## src/sv/cct_pkg.sv

```systemverilog
// Shared widths, constants, codes and the month table of the calendar counter.
package cct_pkg;

   localparam int EPOCH_YEAR = 1960;

   localparam int SEC_W   = 6;
   localparam int MIN_W   = 6;
   localparam int HOUR_W  = 5;
   localparam int MDAY_W  = 5;
   localparam int WDAY_W  = 3;
   localparam int MONTH_W = 4;
   localparam int YEAR_W  = 8;
   // full Gregorian year: EPOCH_YEAR up to 4095 plus an offset up to 255
   localparam int FULL_YEAR_W = 13;

   localparam int SEC_LIMIT  = 60;
   localparam int MIN_LIMIT  = 60;
   localparam int HOUR_LIMIT = 24;
   localparam int WDAY_MAX   = 7;
   localparam int MONTH_MAX  = 12;

   localparam logic ACTION_TICK = 1'b0;
   localparam logic ACTION_LOAD = 1'b1;

   localparam logic [MONTH_W-1:0] MONTH_FEB = 4'd2;

   typedef struct packed {
      logic [SEC_W-1:0]   cur_second;
      logic [MIN_W-1:0]   cur_minute;
      logic [HOUR_W-1:0]  cur_hour;
      logic [MDAY_W-1:0]  cur_mday;
      logic [WDAY_W-1:0]  cur_wday;
      logic [MONTH_W-1:0] cur_month;
      logic [YEAR_W-1:0]  cur_year;
      logic               day_rolled;
   } rsp_type;

   // days in a month; anything outside 1 to 12 counts as 31 days
   function automatic logic [MDAY_W-1:0] month_length(input logic [MONTH_W-1:0] month,
                                                       input logic               leap);
      logic [MDAY_W-1:0] days;
      unique case (month)
         4'd1, 4'd3, 4'd5, 4'd7, 4'd8, 4'd10, 4'd12: days = 5'd31;
         4'd4, 4'd6, 4'd9, 4'd11:                     days = 5'd30;
         MONTH_FEB:                                   days = leap ? 5'd29 : 5'd28;
         default:                                     days = 5'd31;
      endcase
      return days;
   endfunction

endpackage

```

## src/sv/cct_channels.sv

```systemverilog
// Valid/ready channel interfaces for the calendar counter request and response.
interface cct_req_if
   import cct_pkg::*;
();
   logic               valid;
   logic               ready;
   logic               action;
   logic [SEC_W-1:0]   load_second;
   logic [MIN_W-1:0]   load_minute;
   logic [HOUR_W-1:0]  load_hour;
   logic [MDAY_W-1:0]  load_mday;
   logic [WDAY_W-1:0]  load_wday;
   logic [MONTH_W-1:0] load_month;
   logic [YEAR_W-1:0]  load_year;

   modport source (output valid, action, load_second, load_minute, load_hour,
                   load_mday, load_wday, load_month, load_year, input ready);
   modport sink   (input valid, action, load_second, load_minute, load_hour,
                   load_mday, load_wday, load_month, load_year, output ready);
endinterface

interface cct_rsp_if
   import cct_pkg::*;
();
   logic               valid;
   logic               ready;
   logic [SEC_W-1:0]   cur_second;
   logic [MIN_W-1:0]   cur_minute;
   logic [HOUR_W-1:0]  cur_hour;
   logic [MDAY_W-1:0]  cur_mday;
   logic [WDAY_W-1:0]  cur_wday;
   logic [MONTH_W-1:0] cur_month;
   logic [YEAR_W-1:0]  cur_year;
   logic               day_rolled;

   modport source (output valid, cur_second, cur_minute, cur_hour, cur_mday,
                   cur_wday, cur_month, cur_year, day_rolled, input ready);
   modport sink   (input valid, cur_second, cur_minute, cur_hour, cur_mday,
                   cur_wday, cur_month, cur_year, day_rolled, output ready);
endinterface

```

## src/sv/calendar_clock_tick.sv

```systemverilog
// Top level of the one-second calendar counter with leap-year month lengths.
//
// Request channel (req_if): each transfer is a tick (action 0) that adds one
// second and carries into minutes, hours, day, weekday, month and year, or a
// load (action 1) that writes every field as given. Response channel (rsp_if):
// each request yields exactly one transfer with the time after it; day_rolled
// flags a tick that crossed midnight.
// The response is held in the result register, fed through the skid buffer while the receiver stalls.
// Throughput: one request per cycle while req_if.ready is high, set by the
// combinational carry chain from the state registers through the leap detect
// into the next state. A result register plus a one-entry skid buffer sit on
// the response side: while the receiver stalls one more request is taken, then
// req_if.ready drops until the receiver drains a result.
// Reset (synchronous, active high) sets 00:00:00, day 1, weekday 1, month 1,
// year offset 0 and empties both response buffers.
module calendar_clock_tick
   import cct_pkg::*;
(
   input  logic      clock,
   input  logic      reset,
   cct_req_if.sink   req_if,
   cct_rsp_if.source rsp_if
);

   logic [SEC_W-1:0]   sec_ff,   sec_in;
   logic [MIN_W-1:0]   min_ff,   min_in;
   logic [HOUR_W-1:0]  hour_ff,  hour_in;
   logic [MDAY_W-1:0]  mday_ff,  mday_in;
   logic [WDAY_W-1:0]  wday_ff,  wday_in;
   logic [MONTH_W-1:0] month_ff, month_in;
   logic [YEAR_W-1:0]  year_ff,  year_in;
   logic               rolled;

   logic               out_valid_ff,  out_valid_in;
   logic               skid_valid_ff, skid_valid_in;
   rsp_type            out_data_ff,   out_data_in;
   rsp_type            skid_data_ff,  skid_data_in;
   rsp_type            new_rsp;

   logic               leap;
   logic               accept;
   logic               pop;

   logic [SEC_W:0]     sec_inc;
   logic [MIN_W:0]     min_inc;
   logic [HOUR_W:0]    hour_inc;
   logic [MDAY_W:0]    mday_inc;
   logic [WDAY_W:0]    wday_inc;
   logic [MONTH_W:0]   month_inc;

   cct_leap u_leap (
      .year_offset (year_ff),
      .is_leap     (leap)
   );

   assign req_if.ready = !skid_valid_ff;
   assign accept       = req_if.valid && req_if.ready;
   assign pop          = out_valid_ff && rsp_if.ready;

   always_comb begin
      sec_inc   = {1'b0, sec_ff}   + (SEC_W+1)'(1);
      min_inc   = {1'b0, min_ff}   + (MIN_W+1)'(1);
      hour_inc  = {1'b0, hour_ff}  + (HOUR_W+1)'(1);
      mday_inc  = {1'b0, mday_ff}  + (MDAY_W+1)'(1);
      wday_inc  = {1'b0, wday_ff}  + (WDAY_W+1)'(1);
      month_inc = {1'b0, month_ff} + (MONTH_W+1)'(1);

      sec_in   = sec_ff;
      min_in   = min_ff;
      hour_in  = hour_ff;
      mday_in  = mday_ff;
      wday_in  = wday_ff;
      month_in = month_ff;
      year_in  = year_ff;
      rolled   = 1'b0;

      if (req_if.action == ACTION_LOAD) begin
         sec_in   = req_if.load_second;
         min_in   = req_if.load_minute;
         hour_in  = req_if.load_hour;
         mday_in  = req_if.load_mday;
         wday_in  = req_if.load_wday;
         month_in = req_if.load_month;
         year_in  = req_if.load_year;
      end else if (sec_inc < (SEC_W+1)'(SEC_LIMIT)) begin
         sec_in = sec_inc[SEC_W-1:0];
      end else begin
         sec_in = '0;
         if (min_inc < (MIN_W+1)'(MIN_LIMIT)) begin
            min_in = min_inc[MIN_W-1:0];
         end else begin
            min_in = '0;
            if (hour_inc < (HOUR_W+1)'(HOUR_LIMIT)) begin
               hour_in = hour_inc[HOUR_W-1:0];
            end else begin
               hour_in = '0;
               rolled  = 1'b1;
               wday_in = (wday_inc > (WDAY_W+1)'(WDAY_MAX)) ? WDAY_W'(1)
                                                            : wday_inc[WDAY_W-1:0];
               if (mday_inc > {1'b0, month_length(month_ff, leap)}) begin
                  mday_in = MDAY_W'(1);
                  if (month_inc > (MONTH_W+1)'(MONTH_MAX)) begin
                     month_in = MONTH_W'(1);
                     year_in  = year_ff + YEAR_W'(1);
                  end else begin
                     month_in = month_inc[MONTH_W-1:0];
                  end
               end else begin
                  mday_in = mday_inc[MDAY_W-1:0];
               end
            end
         end
      end

      new_rsp.cur_second = sec_in;
      new_rsp.cur_minute = min_in;
      new_rsp.cur_hour   = hour_in;
      new_rsp.cur_mday   = mday_in;
      new_rsp.cur_wday   = wday_in;
      new_rsp.cur_month  = month_in;
      new_rsp.cur_year   = year_in;
      new_rsp.day_rolled = rolled;
   end

   // result register with one-entry skid
   always_comb begin
      out_valid_in  = out_valid_ff;
      out_data_in   = out_data_ff;
      skid_valid_in = skid_valid_ff;
      skid_data_in  = skid_data_ff;
      if (out_valid_ff && !pop) begin
         if (accept) begin
            skid_valid_in = 1'b1;
            skid_data_in  = new_rsp;
         end
      end else if (skid_valid_ff) begin
         out_valid_in  = 1'b1;
         out_data_in   = skid_data_ff;
         skid_valid_in = 1'b0;
      end else begin
         out_valid_in = accept;
         out_data_in  = new_rsp;
      end
   end

   always_ff @(posedge clock) begin
      if (reset) begin
         sec_ff        <= '0;
         min_ff        <= '0;
         hour_ff       <= '0;
         mday_ff       <= MDAY_W'(1);
         wday_ff       <= WDAY_W'(1);
         month_ff      <= MONTH_W'(1);
         year_ff       <= '0;
         out_valid_ff  <= 1'b0;
         skid_valid_ff <= 1'b0;
      end else begin
         if (accept) begin
            sec_ff   <= sec_in;
            min_ff   <= min_in;
            hour_ff  <= hour_in;
            mday_ff  <= mday_in;
            wday_ff  <= wday_in;
            month_ff <= month_in;
            year_ff  <= year_in;
         end
         out_valid_ff  <= out_valid_in;
         skid_valid_ff <= skid_valid_in;
      end
   end

   always_ff @(posedge clock) begin
      out_data_ff  <= out_data_in;
      skid_data_ff <= skid_data_in;
   end

   assign rsp_if.valid      = out_valid_ff;
   assign rsp_if.cur_second = out_data_ff.cur_second;
   assign rsp_if.cur_minute = out_data_ff.cur_minute;
   assign rsp_if.cur_hour   = out_data_ff.cur_hour;
   assign rsp_if.cur_mday   = out_data_ff.cur_mday;
   assign rsp_if.cur_wday   = out_data_ff.cur_wday;
   assign rsp_if.cur_month  = out_data_ff.cur_month;
   assign rsp_if.cur_year   = out_data_ff.cur_year;
   assign rsp_if.day_rolled = out_data_ff.day_rolled;

   // skid only fills behind a held result
   a_skid_behind_out: assert property (@(posedge clock) disable iff (reset)
      skid_valid_ff |-> out_valid_ff)
      else $error("skid entry without a held result");

   // a midnight crossing always lands on 00:00:00
   a_rolled_midnight: assert property (@(posedge clock) disable iff (reset)
      (rsp_if.valid && rsp_if.day_rolled) |->
         (rsp_if.cur_hour == '0 && rsp_if.cur_minute == '0 && rsp_if.cur_second == '0))
      else $error("day_rolled without midnight time");

   // a plain tick below the seconds wrap adds exactly one second
   a_tick_adds_second: assert property (@(posedge clock) disable iff (reset)
      (accept && req_if.action == ACTION_TICK && sec_ff < SEC_W'(SEC_LIMIT - 2)) |=>
         (sec_ff == $past(sec_ff) + SEC_W'(1) && min_ff == $past(min_ff)))
      else $error("tick did not advance seconds by one");

endmodule

```

## src/sv/cct_leap.sv

```systemverilog
// Gregorian leap-year detect for epoch plus year offset.
module cct_leap
   import cct_pkg::*;
(
   input  logic [YEAR_W-1:0] year_offset,
   output logic              is_leap
);

   // y / 25 as (y * 5243) >> 17, exact for y below 8192
   localparam int          DIV25_SHIFT = 17;
   localparam int          PROD_W      = 2 * FULL_YEAR_W;
   localparam int          QUOT_W      = PROD_W - DIV25_SHIFT;
   localparam logic [FULL_YEAR_W-1:0] DIV25_MULT = FULL_YEAR_W'(5243);
   localparam logic [FULL_YEAR_W-1:0] EPOCH_FULL = FULL_YEAR_W'(EPOCH_YEAR);

   logic [FULL_YEAR_W-1:0] full_year;
   logic [PROD_W-1:0]      prod;
   logic [QUOT_W-1:0]      quot;
   logic [FULL_YEAR_W-1:0] quot_x25;
   logic                   div4;
   logic                   div16;
   logic                   div25;

   always_comb begin
      full_year = EPOCH_FULL + {{(FULL_YEAR_W-YEAR_W){1'b0}}, year_offset};
      prod      = {{FULL_YEAR_W{1'b0}}, full_year} * {{FULL_YEAR_W{1'b0}}, DIV25_MULT};
      quot      = prod[PROD_W-1:DIV25_SHIFT];
      quot_x25  = {quot, 4'b0000} + {1'b0, quot, 3'b000} + {4'b0000, quot};
      div25     = (full_year == quot_x25);
      div4      = (full_year[1:0] == 2'b00);
      div16     = (full_year[3:0] == 4'b0000);
      // by 100 = by 4 and 25, by 400 = by 16 and 25
      is_leap   = (div4 && !div25) || (div16 && div25);
   end

endmodule

```

## src/flat_wrapper.sv

```systemverilog
// flat-port wrapper written by rule: the top's interface ports become plain ports
module calendar_clock_tick_flat import cct_pkg::*;
  (clock, reset, req_if_valid, req_if_action, req_if_load_second, req_if_load_minute, req_if_load_hour, req_if_load_mday, req_if_load_wday, req_if_load_month, req_if_load_year, req_if_ready, rsp_if_valid, rsp_if_cur_second, rsp_if_cur_minute, rsp_if_cur_hour, rsp_if_cur_mday, rsp_if_cur_wday, rsp_if_cur_month, rsp_if_cur_year, rsp_if_day_rolled, rsp_if_ready);
  cct_req_if req_if_i ();
  cct_rsp_if rsp_if_i ();
  input  logic clock;
  input  logic reset;
  input wire logic [$bits(req_if_i.valid)-1:0] req_if_valid;
  input wire logic [$bits(req_if_i.action)-1:0] req_if_action;
  input wire logic [$bits(req_if_i.load_second)-1:0] req_if_load_second;
  input wire logic [$bits(req_if_i.load_minute)-1:0] req_if_load_minute;
  input wire logic [$bits(req_if_i.load_hour)-1:0] req_if_load_hour;
  input wire logic [$bits(req_if_i.load_mday)-1:0] req_if_load_mday;
  input wire logic [$bits(req_if_i.load_wday)-1:0] req_if_load_wday;
  input wire logic [$bits(req_if_i.load_month)-1:0] req_if_load_month;
  input wire logic [$bits(req_if_i.load_year)-1:0] req_if_load_year;
  output wire logic [$bits(req_if_i.ready)-1:0] req_if_ready;
  output wire logic [$bits(rsp_if_i.valid)-1:0] rsp_if_valid;
  output wire logic [$bits(rsp_if_i.cur_second)-1:0] rsp_if_cur_second;
  output wire logic [$bits(rsp_if_i.cur_minute)-1:0] rsp_if_cur_minute;
  output wire logic [$bits(rsp_if_i.cur_hour)-1:0] rsp_if_cur_hour;
  output wire logic [$bits(rsp_if_i.cur_mday)-1:0] rsp_if_cur_mday;
  output wire logic [$bits(rsp_if_i.cur_wday)-1:0] rsp_if_cur_wday;
  output wire logic [$bits(rsp_if_i.cur_month)-1:0] rsp_if_cur_month;
  output wire logic [$bits(rsp_if_i.cur_year)-1:0] rsp_if_cur_year;
  output wire logic [$bits(rsp_if_i.day_rolled)-1:0] rsp_if_day_rolled;
  input wire logic [$bits(rsp_if_i.ready)-1:0] rsp_if_ready;
  assign req_if_i.valid = req_if_valid;
  assign req_if_i.action = req_if_action;
  assign req_if_i.load_second = req_if_load_second;
  assign req_if_i.load_minute = req_if_load_minute;
  assign req_if_i.load_hour = req_if_load_hour;
  assign req_if_i.load_mday = req_if_load_mday;
  assign req_if_i.load_wday = req_if_load_wday;
  assign req_if_i.load_month = req_if_load_month;
  assign req_if_i.load_year = req_if_load_year;
  assign req_if_ready = req_if_i.ready;
  assign rsp_if_valid = rsp_if_i.valid;
  assign rsp_if_cur_second = rsp_if_i.cur_second;
  assign rsp_if_cur_minute = rsp_if_i.cur_minute;
  assign rsp_if_cur_hour = rsp_if_i.cur_hour;
  assign rsp_if_cur_mday = rsp_if_i.cur_mday;
  assign rsp_if_cur_wday = rsp_if_i.cur_wday;
  assign rsp_if_cur_month = rsp_if_i.cur_month;
  assign rsp_if_cur_year = rsp_if_i.cur_year;
  assign rsp_if_day_rolled = rsp_if_i.day_rolled;
  assign rsp_if_i.ready = rsp_if_ready;
  calendar_clock_tick u_core (.clock(clock), .reset(reset), .req_if(req_if_i), .rsp_if(rsp_if_i));
endmodule
```

## config.mk

```make
export PLATFORM = sky130hd
export DESIGN_NAME = calendar_clock_tick_flat
export DESIGN_NICKNAME = d
export VERILOG_FILES = /design/src/sv/cct_pkg.sv /design/src/sv/cct_channels.sv /design/src/sv/calendar_clock_tick.sv /design/src/sv/cct_leap.sv /design/src/flat_wrapper.sv
export SDC_FILE = /design/constraint.sdc
export NUM_CORES = 1
export LEC_CHECK = 0
export ABC_CLOCK_PERIOD_IN_PS = 9100
export BUFFER_PORTS_ARGS = -buffer_cell sky130_fd_sc_hd__buf_2
export CAP_MARGIN = 20
export CORE_UTILIZATION = 40
export DETAILED_ROUTE_END_ITERATION = 6
export PLACE_DENSITY = 0.67
export SYNTH_ARGS = -nofsm -noshare
export SYNTH_HDL_FRONTEND = slang
export SYNTH_SLANG_ARGS = --single-unit
export TNS_END_PERCENT = 5
```

## constraint.sdc

```tcl
create_clock -name clock -period 9.1 [get_ports clock]
set_input_delay 0.91 -clock clock [delete_from_list [all_inputs] [get_ports clock]]
set_output_delay 0.91 -clock clock [all_outputs]
set_load 0.03 [all_outputs]
```

==> impl_metrics.csv <==
group,metric,value,unit
finish,final_core_util,0.524,
sta,tightest_slew,0.907,ns
logic_synthesis,yosysTopAreaCellShare,0.243,
grt,grt_pass1_wl,38.5,mm
logic_synthesis,syn_area,0.00938,mm^2
power_and_ir_drop,leakagePower,5.33,nW
worst_hold_path,hp-class,"flip-flop to flip-flop",
finish,n_fill_cell,2024,
sta,fin_tns_setup,-1.92,ns
worst_setup_path,startpoint_type,"flip-flop",
place,dpl.hpwl,17.0,mm
routing,drt_iter0_drc,449,
worst_setup_path,required,9.27,ns
routing,drc,0,
logic_synthesis,synth_edf_count,76,
cts,clkLatencyLatePin,0.42,ns
worst_setup_path,crit_path_max_fanout,8,
job,max_cap_violations,0,
logic_synthesis,seq_area_frac_synth,0.327,
logic_synthesis,ys_ff_latch,115,
logic_synthesis,synth_top_area_cell,"edfxtp_1",
logic_synthesis,synth_flop_cell,"edfxtp_1",
sta,finalWorstSetupSlack,-0.216,ns
sta,finalHoldViolCount,0,
grt,grt_remaining_overflow,0,
worst_setup_path,arrival,9.49,ns
power_and_ir_drop,peakVddDrop,482,uV
routing,routed-via-count,7778,
grt,track_usage,0.204,
power_and_ir_drop,power.share.switching,0.419,
sta,finalSetupViolations,19,
cts,cts_root_buf,"clkbuf_16",
worst_setup_path,worst_path_max_delay_cell,"fa_1",
finish,final-seq-area,0.00307,mm^2
cts,clkSinkCount,115,
cts,clkTransAtPathRegs,0.06,ns
sta,grt_setup_unrepaired,"yes",
grt,grt_pass1_vias,7645,
floorplanning,fp-row-count,55,
finish,multi_input_area,0.00616,mm^2
sta,finalCritPeriodShare,1.02,
power_and_ir_drop,pwr-share-seq,0.132,
sta,max_freq,107,MHz
floorplanning,initial_core_util,0.412,
power_and_ir_drop,power.internal,0.00274,W
finish,nNetsFinal,1368,
place,postPlaceCellArea,0.0109,mm^2
logic_synthesis,synth_area_leaders,"edfxtp_1 (24%), ha_1 (15%), fa_1 (10%)",
routing,first_pass_iters,5,
sta,report.final.slew_viol_count,0,
finish,layout-drive-gt1-share,0.288,
power_and_ir_drop,p_clk_frac,0.145,
finish,area_delta_synth_final,27.4,%
routing,wire_per_inst,15.7,um
routing,ant_nets,0,
sta,worst_clock_skew,0.00660,ns
logic_synthesis,syn_inst,1011,
logic_synthesis,async_flop_share,0,
run_status,violations,"setup timing",
cts,tritoncts,"built",
cts,cts_buffers,17,
place,gp_congestion,0.887,
worst_setup_path,slowest_delay,0.59,ns
sta,relSlewSlack,0.394,
logic_synthesis,yosysWarningCount,0,
sta,holdWs,0.514,ns
grt,grt-busiest-layer,"met2",
power_and_ir_drop,pwr_density_cell,394,mW/mm^2
grt,use_met3,0.0340,
floorplanning,die_y,155,um
floorplanning,core,0.0228,mm^2
worst_setup_path,end_kind,"flip-flop",
grt,grtUsageMet2,0.325,
power_and_ir_drop,switching_power,0.00197,W
routing,finalWirelength,23.5,mm
worst_setup_path,crit_type,"flip-flop to flip-flop",
routing,viasPerCell,5.20,
floorplanning,fp.dieArea,0.0241,mm^2
finish,final_cell_area,0.0119,mm^2
power_and_ir_drop,pwr-share-comb,0.724,
place,port_buffers,81,
run_status,outcome,"complete, but fails checks",
cts,htreeDepth,4,
sta,min_period,9.32,ns
grt,grt_max_degree,84,
grt,grt_util_met1,0.283,
grt,antenna_found_initial,2,
logic_synthesis,avgSynthCellArea,9.27,um^2
cts,clockBufferDepth,2,
floorplanning,die_x,155,um
logic_synthesis,ys_types,73,
floorplanning,ioPinCount,82,
logic_synthesis,synth_nets,1211,
## flip-flops by register name, indices dropped and copies added (netlist names)
signal / flops
u_core.hour_ff: 5
u_core.wday_ff: 3
u_core.min_ff: 6
u_core.rsp_if.cur_year: 8
u_core.rsp_if.cur_mday: 5
u_core.rsp_if.cur_hour: 5
u_core.rsp_if.cur_wday: 3
u_core.skid_valid_ff: 1
u_core.skid_data_ff: 38
u_core.month_ff: 4
u_core.year_ff: 8
u_core.rsp_if.valid: 1
u_core.sec_ff: 6
u_core.mday_ff: 5
u_core.rsp_if.day_rolled: 1
u_core.rsp_if.cur_month: 4
u_core.rsp_if.cur_second: 6
u_core.rsp_if.cur_minute: 6
## power groups by stage
stage                     logic, W  registers [W]  clock network (W)
after floorplan            0.00204       0.000662                  0
after global placement     0.00288       0.000629                  0
after detailed placement   0.00293       0.000630                  0
after CTS                  0.00311       0.000619           0.000687
after global routing       0.00383       0.000624           0.000712
final                      0.00341       0.000620           0.000682
## area by class of cell
class	instances	area share
sequential	115	0.257
clock inverter	15	0.0152
inverter	147	0.0466
timing repair buffer	179	0.0971
multi-input combinational	708	0.516
antenna	1	0.000209
tap	313	0.0328
clock buffer	17	0.0356
## Yosys cell counts, types with 4 or more instances
master / count
dfxtp_1: 39
xor2_1: 14
nand4_1: 5
mux2i_1: 4
o21ai_0: 55
nor2b_1: 6
o31ai_1: 8
buf_1: 5
nor4_1: 4
nand3_1: 14
xnor2_1: 26
a21o_1: 10
nand2_1: 111
nor2_1: 60
fa_1: 47
clkbuf_1: 33
and3_1: 5
and2_1: 5
o21a_1: 8
a21boi_0: 5
nand2b_1: 5
mux2_2: 28
o211ai_1: 4
edfxtp_1: 76
nor3_1: 26
o22ai_1: 7
inv_1: 145
ha_1: 111
a31oi_1: 13
a21oi_1: 63
a211oi_1: 4
## layer usage
layer  part of all wire  vias to the layer above
li1                   -                     3822
met1               0.46                     3705
met2               0.47                      212
met3              0.051                       37
met4              0.016                        2
met5            0.00034                        -
## worst paths after layout
check | slack [ns] | start | to | depth (start not counted)
hold reg to reg | 0.51 | u_core.min_ff[5]$_SDFFE_PP0P_ | u_core.min_ff[5]$_SDFFE_PP0P_ | 2
setup reg to reg | -0.22 | u_core.year_ff[4]$_SDFFE_PP0P_ | u_core.rsp_if.cur_month[2]$_DFFE_PN_ | 40
setup / recovery | -0.22 | u_core.year_ff[4]$_SDFFE_PP0P_ | u_core.rsp_if.cur_month[2]$_DFFE_PN_ | 40
hold / removal | 0.51 | u_core.min_ff[5]$_SDFFE_PP0P_ | u_core.min_ff[5]$_SDFFE_PP0P_ | 2
## critical path: cells and delay by family, from the launching register on
kind | cells | cell delay [ns]
xor gates and xnor gates | 1 | 0.08
buffers and inverters | 7 | 0.42
DFF | 1 | 0.36
adders and majority gates | 11 | 4.15
AOI/OAI and AO/OA | 15 | 2.70
and+or+nand+nor | 5 | 1.08
muxes | 1 | 0.26
## layout by cell type (no fill, tap or decap), types with 10 or more instances in the layout
cell       instances
a31oi_1           12
nand3_1           12
buf_2             81
ha_4              12
dfxtp_1           37
a21oi_1           51
o21ai_0           49
xnor2_1           19
nand2_1          109
mux2_2            23
a21o_1            10
clkbuf_16         17
inv_2             13
ha_1              95
buf_4             93
edfxtp_1          76
xor2_1            12
fa_1              44
nor2_1            54
nor3_1            23
inv_1            131
## repair_timing
action,4_1_cts,5_1_grt
gates resized for setup,34,53
setup endpoints to repair,39,51
cloned,0,0
pin swaps,29,51
buffers inserted,3,6
hold buffers,0,0
## per-stage QoR
stage	setup WS [ns]	total power, W	cells
2_1_floorplan	0.00970	0.00270	1011
3_3_place_gp	-0.179	0.00351	1453
3_5_place_dp	-0.375	0.00356	1453
4_1_cts	-0.184	0.00442	1488
5_1_grt	-0.651	0.00517	1495
6_report	-0.216	0.00471	1495
## cell families after synthesis
group,after synthesis,synth area share
buffers and inverters,188,0.0763
XOR/XNOR,40,0.0374
other,1,0.000400
flip-flops,115,0.327
AO/OA/AOI/OAI,214,0.143
AND/OR/NAND/NOR,262,0.128
adder cells (fa/ha/maj),158,0.248
multiplexers,33,0.0395
Power figures use the tool's default switching activity.
